==> config.mk <==
export PLATFORM = sky130hd
export DESIGN_NAME = fractional_baud_divisor_search_top
export DESIGN_NICKNAME = d
export VERILOG_FILES = /design/src/hdl/fbd_pkg.sv /design/src/hdl/fractional_baud_divisor_search_top.sv /design/src/hdl/fbd_divider.sv
export SDC_FILE = /design/constraint.sdc
export NUM_CORES = 2
export LEC_CHECK = 0
export BUFFER_PORTS_ARGS = -buffer_cell sky130_fd_sc_hd__buf_2
export CAP_MARGIN = 20
export CELL_PAD_IN_SITES_DETAIL_PLACEMENT = 0
export CELL_PAD_IN_SITES_GLOBAL_PLACEMENT = 1
export CORE_MARGIN = 5
export CORE_UTILIZATION = 30
export CTS_CLUSTER_DIAMETER = 30
export DETAILED_ROUTE_END_ITERATION = 12
export PLACE_DENSITY = 0.62
export SLEW_MARGIN = 20
export SYNTH_ARGS = -nofsm -noshare
export SYNTH_HDL_FRONTEND = slang
export SYNTH_SLANG_ARGS = --single-unit
==> constraint.sdc <==
create_clock -name clk -period 14.6 [get_ports clk]
set_clock_uncertainty 0.15 [all_clocks]
set_input_delay 2.19 -clock clk [delete_from_list [all_inputs] [get_ports clk]]
set_output_delay 2.19 -clock clk [all_outputs]
set_load 0.03 [all_outputs]
==> src/hdl/fbd_pkg.sv <==
// fbd_pkg: shared types, widths and constants of the fractional baud divisor search
// used by fbd_divider, fractional_baud_divisor_search_top and fbd_checker
// depends on nothing

package fbd_pkg;

  // field widths
  localparam int unsigned BAUD_W    = 24;
  localparam int unsigned CLK_W     = 31;
  localparam int unsigned PCLK_W    = CLK_W - 2;
  localparam int unsigned DIVISOR_W = 17;
  localparam int unsigned MUL_W     = 4;
  localparam int unsigned PCT_W     = 8;
  localparam int unsigned STATUS_W  = 2;

  // fixed point layout of the candidate quotient
  localparam int unsigned FRAC_W     = 32;
  localparam int unsigned PCLK_SHIFT = 28;
  localparam int unsigned SUM_W      = MUL_W + 1;

  // shared serial divider
  localparam int unsigned NUM_W = PCLK_W + MUL_W + PCLK_SHIFT;   // 61
  localparam int unsigned DEN_W = 30;
  localparam int unsigned CNT_W = $clog2(NUM_W);

  // constants of the search
  localparam logic [MUL_W-1:0]     MUL_MAX      = 4'd15;
  localparam logic [DEN_W-1:0]     DIV_MAX      = 30'd65536;
  localparam logic [FRAC_W-1:0]    ERR_HALF     = 32'h8000_0000;
  localparam logic [FRAC_W-1:0]    ERR_INIT     = 32'hFFFF_FFFF;
  localparam logic [PCT_W-1:0]     PCT_SAT      = 8'd255;
  localparam logic [PCT_W-1:0]     ACCEPT_LIMIT = 8'd3;
  localparam logic [6:0]           PCT_SCALE    = 7'd100;
  localparam logic [CLK_W-1:0]     CLK_RESET    = 31'd100000000;

  typedef enum logic [STATUS_W-1:0] {
    ST_ACCEPTED = 2'd0,
    ST_HIGH_ERR = 2'd1,
    ST_NO_DIV   = 2'd2
  } status_t;

  typedef enum logic [2:0] {
    S_IDLE,
    S_CAND_LOAD,
    S_CAND_DIV,
    S_CAND_EVAL,
    S_FIN_LOAD,
    S_FIN_DIV,
    S_PCT_LOAD,
    S_PCT_DIV
  } state_t;

  // divider request and response
  typedef struct packed {
    logic             start;
    logic [NUM_W-1:0] num;
    logic [DEN_W-1:0] den;
  } div_req_t;

  typedef struct packed {
    logic             done;
    logic [NUM_W-1:0] quot;
  } div_rsp_t;

endpackage

==> src/hdl/fractional_baud_divisor_search_top.sv <==
// fractional_baud_divisor_search_top: best divisor latch and fractional divider search
// depends on fbd_pkg and fbd_divider

// A request (start high while busy is low) carries a baud rate; the block answers with
// exactly one result, shown for a single cycle under out_valid, which the receiver must
// take as it comes. Internally one shared restoring divider is run again and again:
// each (mul, divadd) candidate goes through load, 61 quotient bits, done and check;
// up to 120 candidates are tried, and two more divisions form the actual baud and
// the percent error. An exact candidate ends the search early. A baud rate of zero
// skips the search and answers with status 2; when no divisor lands inside 1..65536
// status 2 comes after the full search.
// sys_clock_hz is written on the cfg channel while the block is idle; the peripheral
// clock is a quarter of it.

module fractional_baud_divisor_search_top (
  input  logic                          clk,
  input  logic                          rst_n,
  // request channel
  input  logic                          start,
  output logic                          busy,
  input  logic [fbd_pkg::BAUD_W-1:0]    in_baud_rate,
  // result channel
  output logic                          out_valid,
  output logic [fbd_pkg::DIVISOR_W-1:0] out_divisor,
  output logic [fbd_pkg::MUL_W-1:0]     out_mul_val,
  output logic [fbd_pkg::MUL_W-1:0]     out_divadd_val,
  output logic [fbd_pkg::PCT_W-1:0]     out_error_percent,
  output logic [fbd_pkg::STATUS_W-1:0]  out_status,
  // configuration write channel
  input  logic                          cfg_valid,
  output logic                          cfg_ready,
  input  logic [fbd_pkg::CLK_W-1:0]     cfg_sys_clock_hz
);

  fbd_pkg::state_t  state_r, state_nxt;
  fbd_pkg::div_req_t div_req;
  fbd_pkg::div_rsp_t div_rsp;

  // configuration
  logic [fbd_pkg::CLK_W-1:0]  clk_hz_r;
  logic [fbd_pkg::PCLK_W-1:0] pclk;

  // search state
  logic [fbd_pkg::BAUD_W-1:0]    baud_r, baud_nxt;
  logic [fbd_pkg::MUL_W-1:0]     mul_r, mul_nxt;
  logic [fbd_pkg::MUL_W-1:0]     add_r, add_nxt;
  logic [fbd_pkg::FRAC_W-1:0]    best_err_r, best_err_nxt;
  logic [fbd_pkg::DIVISOR_W-1:0] best_div_r, best_div_nxt;
  logic [fbd_pkg::MUL_W-1:0]     best_mul_r, best_mul_nxt;
  logic [fbd_pkg::MUL_W-1:0]     best_add_r, best_add_nxt;
  logic                          found_r, found_nxt;
  logic [fbd_pkg::DEN_W-1:0]     actual_r, actual_nxt;

  // result register
  logic                          out_valid_r, out_valid_nxt;
  logic [fbd_pkg::DIVISOR_W-1:0] out_div_r, out_div_nxt;
  logic [fbd_pkg::MUL_W-1:0]     out_mul_r, out_mul_nxt;
  logic [fbd_pkg::MUL_W-1:0]     out_add_r, out_add_nxt;
  logic [fbd_pkg::PCT_W-1:0]     out_pct_r, out_pct_nxt;
  fbd_pkg::status_t              out_status_r, out_status_nxt;

  // candidate operands
  logic [fbd_pkg::PCLK_W+fbd_pkg::MUL_W-1:0] cand_hi;
  logic [fbd_pkg::SUM_W-1:0]                 cand_sum;
  logic [fbd_pkg::BAUD_W+fbd_pkg::SUM_W-1:0] cand_den;

  // candidate check on the quotient
  logic [fbd_pkg::FRAC_W-1:0] err_raw, err_c;
  logic [fbd_pkg::DEN_W-1:0]  dv_c;
  logic                       round_up, in_range, better, exact, last_pair;

  // actual baud operands
  logic [fbd_pkg::PCLK_W-4+fbd_pkg::MUL_W-1:0]  fin_num;
  logic [fbd_pkg::SUM_W-1:0]                    fin_sum;
  logic [fbd_pkg::DIVISOR_W+fbd_pkg::SUM_W-1:0] fin_den;

  // percent error operands
  logic [fbd_pkg::DEN_W-1:0]   diff;
  logic [fbd_pkg::DEN_W+6:0]   pct_num;
  logic [fbd_pkg::PCT_W-1:0]   pct;

  assign pclk = clk_hz_r[fbd_pkg::CLK_W-1:2];

  // the search owns the clock value while it runs
  assign cfg_ready = (state_r == fbd_pkg::S_IDLE);
  assign busy      = (state_r != fbd_pkg::S_IDLE);

  // q = pclk * 2^28 * mul / (baud * (mul + divadd))
  assign cand_hi  = (fbd_pkg::PCLK_W + fbd_pkg::MUL_W)'(pclk) *
                    (fbd_pkg::PCLK_W + fbd_pkg::MUL_W)'(mul_r);
  assign cand_sum = fbd_pkg::SUM_W'(mul_r) + fbd_pkg::SUM_W'(add_r);
  assign cand_den = (fbd_pkg::BAUD_W + fbd_pkg::SUM_W)'(baud_r) *
                    (fbd_pkg::BAUD_W + fbd_pkg::SUM_W)'(cand_sum);

  // fraction above one half rounds the divisor up
  assign err_raw   = div_rsp.quot[fbd_pkg::FRAC_W-1:0];
  assign round_up  = err_raw > fbd_pkg::ERR_HALF;
  assign err_c     = round_up ? (fbd_pkg::FRAC_W'(0) - err_raw) : err_raw;
  assign dv_c      = {1'b0, div_rsp.quot[fbd_pkg::NUM_W-1:fbd_pkg::FRAC_W]} +
                     fbd_pkg::DEN_W'(round_up);
  assign in_range  = (dv_c != '0) && (dv_c <= fbd_pkg::DIV_MAX);
  assign better    = in_range && (err_c < best_err_r);
  assign exact     = better && (err_c == '0);
  assign last_pair = (mul_r == fbd_pkg::MUL_MAX) && (add_r == mul_r - 1'b1);

  // actual = (pclk / 16) * mul / (divisor * (mul + divadd))
  assign fin_num = (fbd_pkg::PCLK_W - 4 + fbd_pkg::MUL_W)'(pclk[fbd_pkg::PCLK_W-1:4]) *
                   (fbd_pkg::PCLK_W - 4 + fbd_pkg::MUL_W)'(best_mul_r);
  assign fin_sum = fbd_pkg::SUM_W'(best_mul_r) + fbd_pkg::SUM_W'(best_add_r);
  assign fin_den = (fbd_pkg::DIVISOR_W + fbd_pkg::SUM_W)'(best_div_r) *
                   (fbd_pkg::DIVISOR_W + fbd_pkg::SUM_W)'(fin_sum);

  // pct = |baud - actual| * 100 / baud
  assign diff    = (fbd_pkg::DEN_W'(baud_r) > actual_r) ?
                   (fbd_pkg::DEN_W'(baud_r) - actual_r) : (actual_r - fbd_pkg::DEN_W'(baud_r));
  assign pct_num = (fbd_pkg::DEN_W + 7)'(diff) * (fbd_pkg::DEN_W + 7)'(fbd_pkg::PCT_SCALE);
  assign pct     = (div_rsp.quot > fbd_pkg::NUM_W'(fbd_pkg::PCT_SAT)) ?
                   fbd_pkg::PCT_SAT : div_rsp.quot[fbd_pkg::PCT_W-1:0];

  // next state
  always_comb begin
    state_nxt = state_r;
    case (state_r)
      fbd_pkg::S_IDLE: begin
        if (start) begin
          state_nxt = (in_baud_rate == '0) ? fbd_pkg::S_FIN_LOAD : fbd_pkg::S_CAND_LOAD;
        end
      end
      fbd_pkg::S_CAND_LOAD: state_nxt = fbd_pkg::S_CAND_DIV;
      fbd_pkg::S_CAND_DIV: begin
        if (div_rsp.done) state_nxt = fbd_pkg::S_CAND_EVAL;
      end
      fbd_pkg::S_CAND_EVAL: begin
        if (exact || last_pair) state_nxt = fbd_pkg::S_FIN_LOAD;
        else                    state_nxt = fbd_pkg::S_CAND_LOAD;
      end
      fbd_pkg::S_FIN_LOAD: begin
        state_nxt = found_r ? fbd_pkg::S_FIN_DIV : fbd_pkg::S_IDLE;
      end
      fbd_pkg::S_FIN_DIV: begin
        if (div_rsp.done) state_nxt = fbd_pkg::S_PCT_LOAD;
      end
      fbd_pkg::S_PCT_LOAD: state_nxt = fbd_pkg::S_PCT_DIV;
      fbd_pkg::S_PCT_DIV: begin
        if (div_rsp.done) state_nxt = fbd_pkg::S_IDLE;
      end
      default: state_nxt = fbd_pkg::S_IDLE;
    endcase
  end

  // datapath and divider control
  always_comb begin
    div_req        = '0;
    baud_nxt       = baud_r;
    mul_nxt        = mul_r;
    add_nxt        = add_r;
    best_err_nxt   = best_err_r;
    best_div_nxt   = best_div_r;
    best_mul_nxt   = best_mul_r;
    best_add_nxt   = best_add_r;
    found_nxt      = found_r;
    actual_nxt     = actual_r;
    out_valid_nxt  = 1'b0;
    out_div_nxt    = out_div_r;
    out_mul_nxt    = out_mul_r;
    out_add_nxt    = out_add_r;
    out_pct_nxt    = out_pct_r;
    out_status_nxt = out_status_r;
    case (state_r)
      fbd_pkg::S_IDLE: begin
        if (start) begin
          baud_nxt     = in_baud_rate;
          mul_nxt      = fbd_pkg::MUL_W'(1);
          add_nxt      = '0;
          best_err_nxt = fbd_pkg::ERR_INIT;
          found_nxt    = 1'b0;
        end
      end
      fbd_pkg::S_CAND_LOAD: begin
        div_req.start = 1'b1;
        div_req.num   = {cand_hi, fbd_pkg::PCLK_SHIFT'(0)};
        div_req.den   = fbd_pkg::DEN_W'(cand_den);
      end
      fbd_pkg::S_CAND_EVAL: begin
        if (better) begin
          best_err_nxt = err_c;
          best_div_nxt = dv_c[fbd_pkg::DIVISOR_W-1:0];
          best_mul_nxt = mul_r;
          best_add_nxt = add_r;
          found_nxt    = 1'b1;
        end
        // step divadd, wrap into the next multiplier
        if (add_r == mul_r - 1'b1) begin
          mul_nxt = mul_r + 1'b1;
          add_nxt = '0;
        end else begin
          add_nxt = add_r + 1'b1;
        end
      end
      fbd_pkg::S_FIN_LOAD: begin
        if (found_r) begin
          div_req.start = 1'b1;
          div_req.num   = fbd_pkg::NUM_W'(fin_num);
          div_req.den   = fbd_pkg::DEN_W'(fin_den);
        end else begin
          // nothing in range
          out_valid_nxt  = 1'b1;
          out_div_nxt    = '0;
          out_mul_nxt    = '0;
          out_add_nxt    = '0;
          out_pct_nxt    = fbd_pkg::PCT_SAT;
          out_status_nxt = fbd_pkg::ST_NO_DIV;
        end
      end
      fbd_pkg::S_FIN_DIV: begin
        if (div_rsp.done) actual_nxt = div_rsp.quot[fbd_pkg::DEN_W-1:0];
      end
      fbd_pkg::S_PCT_LOAD: begin
        div_req.start = 1'b1;
        div_req.num   = fbd_pkg::NUM_W'(pct_num);
        div_req.den   = fbd_pkg::DEN_W'(baud_r);
      end
      fbd_pkg::S_PCT_DIV: begin
        if (div_rsp.done) begin
          out_valid_nxt  = 1'b1;
          out_div_nxt    = best_div_r;
          out_mul_nxt    = best_mul_r;
          out_add_nxt    = best_add_r;
          out_pct_nxt    = pct;
          out_status_nxt = (pct < fbd_pkg::ACCEPT_LIMIT) ? fbd_pkg::ST_ACCEPTED
                                                         : fbd_pkg::ST_HIGH_ERR;
        end
      end
      default: ;
    endcase
  end

  always_ff @(posedge clk) begin
    if (!rst_n) begin
      state_r     <= fbd_pkg::S_IDLE;
      out_valid_r <= 1'b0;
      clk_hz_r    <= fbd_pkg::CLK_RESET;
      found_r     <= 1'b0;
    end else begin
      state_r     <= state_nxt;
      out_valid_r <= out_valid_nxt;
      found_r     <= found_nxt;
      if (cfg_valid && cfg_ready) clk_hz_r <= cfg_sys_clock_hz;
    end
    baud_r       <= baud_nxt;
    mul_r        <= mul_nxt;
    add_r        <= add_nxt;
    best_err_r   <= best_err_nxt;
    best_div_r   <= best_div_nxt;
    best_mul_r   <= best_mul_nxt;
    best_add_r   <= best_add_nxt;
    actual_r     <= actual_nxt;
    out_div_r    <= out_div_nxt;
    out_mul_r    <= out_mul_nxt;
    out_add_r    <= out_add_nxt;
    out_pct_r    <= out_pct_nxt;
    out_status_r <= out_status_nxt;
  end

  fbd_divider u_div (
    .clk   (clk),
    .rst_n (rst_n),
    .req   (div_req),
    .rsp   (div_rsp)
  );

  assign out_valid         = out_valid_r;
  assign out_divisor       = out_div_r;
  assign out_mul_val       = out_mul_r;
  assign out_divadd_val    = out_add_r;
  assign out_error_percent = out_pct_r;
  assign out_status        = out_status_r;

endmodule

==> src/hdl/fbd_divider.sv <==
// fbd_divider: restoring radix-2 divider, one quotient bit per cycle
// depends on fbd_pkg (widths, div_req_t, div_rsp_t)

module fbd_divider (
  input  logic              clk,
  input  logic              rst_n,
  input  fbd_pkg::div_req_t req,
  output fbd_pkg::div_rsp_t rsp
);

  logic                      run_r, run_nxt;
  logic                      done_r, done_nxt;
  logic [fbd_pkg::CNT_W-1:0] cnt_r, cnt_nxt;
  logic [fbd_pkg::NUM_W-1:0] num_r, num_nxt;
  logic [fbd_pkg::DEN_W-1:0] den_r, den_nxt;
  logic [fbd_pkg::DEN_W-1:0] rem_r, rem_nxt;
  logic [fbd_pkg::DEN_W:0]   rem_sh;
  logic                      fits;

  assign rem_sh = {rem_r, num_r[fbd_pkg::NUM_W-1]};
  assign fits   = rem_sh >= {1'b0, den_r};

  always_comb begin
    run_nxt  = run_r;
    done_nxt = 1'b0;
    cnt_nxt  = cnt_r;
    num_nxt  = num_r;
    den_nxt  = den_r;
    rem_nxt  = rem_r;
    if (req.start) begin
      run_nxt = 1'b1;
      cnt_nxt = fbd_pkg::CNT_W'(fbd_pkg::NUM_W - 1);
      num_nxt = req.num;
      den_nxt = req.den;
      rem_nxt = '0;
    end else if (run_r) begin
      // shift in next dividend bit, subtract if it fits
      if (fits) begin
        rem_nxt = fbd_pkg::DEN_W'(rem_sh - {1'b0, den_r});
      end else begin
        rem_nxt = rem_sh[fbd_pkg::DEN_W-1:0];
      end
      num_nxt = {num_r[fbd_pkg::NUM_W-2:0], fits};
      cnt_nxt = cnt_r - 1'b1;
      if (cnt_r == '0) begin
        run_nxt  = 1'b0;
        done_nxt = 1'b1;
      end
    end
  end

  always_ff @(posedge clk) begin
    if (!rst_n) begin
      run_r  <= 1'b0;
      done_r <= 1'b0;
      cnt_r  <= '0;
    end else begin
      run_r  <= run_nxt;
      done_r <= done_nxt;
      cnt_r  <= cnt_nxt;
    end
    num_r <= num_nxt;
    den_r <= den_nxt;
    rem_r <= rem_nxt;
  end

  assign rsp.done = done_r;
  assign rsp.quot = num_r;

endmodule

==> metrics.md <==
| Metric | Value |
|---|---|
| Avg Cell Area, Syn | `8.62 um^2` |
| Setup tns final | `0 ns` |
| Syn-to-layout area delta | `14.4%` |
| Clk sinks | `316` |
| Mapped Nets | `4,719` |
| WL per Instance | `19.0 um` |
| IO Count | `97` |
| Cells after synthesis | `4,062` |
| Vias | `28,627` |
| Crit path launch type | `flop` |
| Post-synth cell types | `86` |
| Worst setup EP type | `flop` |
| Ys async rst share | `0` |
| GP Congestion | `0.903` |
| Final HPWL from detailed placement | `86,000 um` |
| Max FO, Critical Path | `26` |
| Hold_buf cts | `0` |
| Initial Utilization | `0.302` |
| Finished Layout Cells | `5,701` |
| Post-CTS resize count | `0` |
| RSZ-0062 raised after global routing | `false` |
| Clock period minus worst slack | `9.69 ns` |
| Setup CP Type | `reg -> reg` |
| Max transition margin | `0.274` |
| Max Clock Freq | `0.103 GHz` |
| Final hold viol count | `0` |
| EDFF count, synth | `244` |
| CP required | `14.82 ns` |
| Antenna-violating nets left | `0` |
| Die area | `0.124 mm^2` |
| Fin crit share | `0.664` |
| Post-Route M1 WL | `50,700 um` |
| Sequential area share after synthesis | `0.250` |
| Max Cap Viol | `0` |
| Yosys Warn Count | `0` |
| First-pass GRT wire length | `167,000 um` |
| Clk buf depth | `3` |
| Nets | `4,755` |
| GRT Util Overall | `0.173` |
| Flip-flop and latch count after synthesis | `316` |
| Gr ovfl total | `0` |
| Vias in the first global route | `28,591` |
| Post-route DRC | `0` |
| Largest net degree at the start of global routing | `64` |
| Final Slew Violations | `0` |
| Drt total wl | `108,000 um` |
| Layout cells sized above 1 | `0.0791` |
| Die height | `352 um` |
| Placed Cells | `5,530` |
| Slew @ Worst Pin | `1.08 ns` |
| Std cell rows | `125` |
| DR vias/cell | `5.02` |
| Clk root buf | `clkbuf_16` |
| Most used cell, CP | `ha_1` |
| Crit path largest cell delay | `0.90 ns` |
| Met2 routed WL | `48,700 um` |
| H-tree Lvls | `3` |
| CTS tree | `built` |
| Port bufs | `94` |
| Clk slew on worst S/H paths | `0.05 ns` |
| Crit path DAT | `9.92 ns` |
| Final setup viols | `0` |
| Crit-path slowest cell | `a211oi_1` |
| Worst-Skew Late Latency | `0.65 ns` |
| Commonest non-fill, non-tap cells in the layout | `527 x inv_1, 492 x nand2_1, 358 x ha_1` |
| Hold Crit Class | `reg -> reg` |
| Initial antenna violation count | `3` |
| Status | `finished clean` |
| DR WL met3 | `5540 um` |
| Synth Flop Type | `edfxtp_1` |
| CTS buffer count | `90` |
| Chip Width | `352 um` |
| Mapped Area | `0.0350 mm^2` |
| Core ar. | `0.116 mm^2` |
| Highest Signal Layer | `met4` |
| Setup Buffers After CTS | `0` |
| Drt initial violations | `1,574` |
| First-pass DRT Iterations | `5` |
| Commonest non-fill, non-tap cell in the layout | `inv_1` |
==> cells by family (layout without fill, tap and decap cells) <==
kind of cell,after synthesis,count (layout),synth area share
and+or+nand+nor,1276,1276,0.175
xor gates and xnor gates,236,236,0.0590
buffers and inverters,710,822,0.0768
other,0,3,0
adders and majority gates,598,598,0.265
muxes,21,21,0.00621
AOI/OAI and AO/OA,905,905,0.167
DFF,316,316,0.250
==> per-layer routing <==
layer	track usage	up-vias
li1	-	13982
met1	0.238	13873
met2	0.280	616
met3	0.0289	156
met4	0.0510	0
met5	0	-
==> critical path: cells and delay by family, from the launching register on <==
| family | cells | cell delay [ns] |
|---|---|---|
| compound gates | 10 | 3.84 |
| xor+xnor | 3 | 0.95 |
| fa+ha+maj | 5 | 1.86 |
| buf+inv | 2 | 0.34 |
| flops | 1 | 0.52 |
| mux | 1 | 0.25 |
| simple gates | 4 | 1.52 |
==> per-stage QoR <==
step | hold WS [ns] | util | area, um^2 | setup slack, ns
finish | 0.325 | 0.345 | 40100 | 4.91
global route | 0.359 | 0.345 | 40100 | 4.43
CTS | 0.328 | 0.345 | 40100 | 4.94
detailed placement | 0.323 | 0.319 | 37000 | 4.93
global placement | 0.324 | 0.319 | 37000 | 4.99
floorplan | 0.274 | - | 35000 | 7.35
==> area by class of cell <==
type / count / area, um^2
well taps: 1524 / 1910
inverters: 531 / 1990
multi-input cells: 3036 / 23600
clock inverters: 68 / 741
flip-flops and latches: 316 / 8770
repair buffers: 123 / 688
clock buffers: 100 / 2350
diodes: 3 / 7.51
fillers: 12184 / 76000
==> state kept, by name, summed over array words and instances, names as in the netlist, 2 cells and up <==
| signal | count |
|---|---|
| out_mul_val | 4 |
| clk_hz_r | 29 |
| best_div_r | 17 |
| state_r | 3 |
| baud_r | 24 |
| u_div.num_r | 61 |
| out_divadd_val | 4 |
| u_div.den_r | 29 |
| out_divisor | 17 |
| mul_r | 4 |
| u_div.rem_r | 30 |
| best_mul_r | 4 |
| best_err_r | 32 |
| add_r | 4 |
| actual_r | 30 |
| u_div.cnt_r | 6 |
| best_add_r | 4 |
| out_error_percent | 8 |
| out_status | 2 |
==> worst paths after layout <==
path | start | to | slack, ns | cells past startpoint
worst max register to register | baud_r[21] | u_div.num_r[35] | 4.91 | 25
worst max-delay path | baud_r[21] | u_div.num_r[35] | 4.91 | 25
worst min-delay path | u_div.cnt_r[1] | u_div.cnt_r[1] | 0.33 | 2
worst min register to register | u_div.cnt_r[1] | u_div.cnt_r[1] | 0.33 | 2
==> cell usage after synthesis, drive strengths merged (13+ instances only) <==
master  number  area [um^2]
nand3       78          390
a41oi       13          114
nor4        28          196
a21boi      32          240
o211ai      16          120
o21a        34          255
buf         29          133
xor2        96          841
a21o       109          818
and3        17          106
inv        530         1990
dfxtp       72         1440
o31ai       21          158
nand2b      32          200
nor2b       36          225
ha         358         4480
or3         27          169
or2         26          163
nand4       44          275
clkbuf     150          563
o21bai      37          278
nor3b       13         97.6
a22oi       27          203
a31oi       25          156
mux2i       15          150
xnor2      140         1230
edfxtp     244         7330
o21ai      190          955
a21oi      239         1200
a211oi      44          330
a221oi      13          114
nor2       211          800
nor3        63          315
fa         240         4800
and2       183         1140
nand2      493         1850
Power is not shown: default switching activity piles up to over one toggle a cycle in this logic, so the estimate is an artifact.
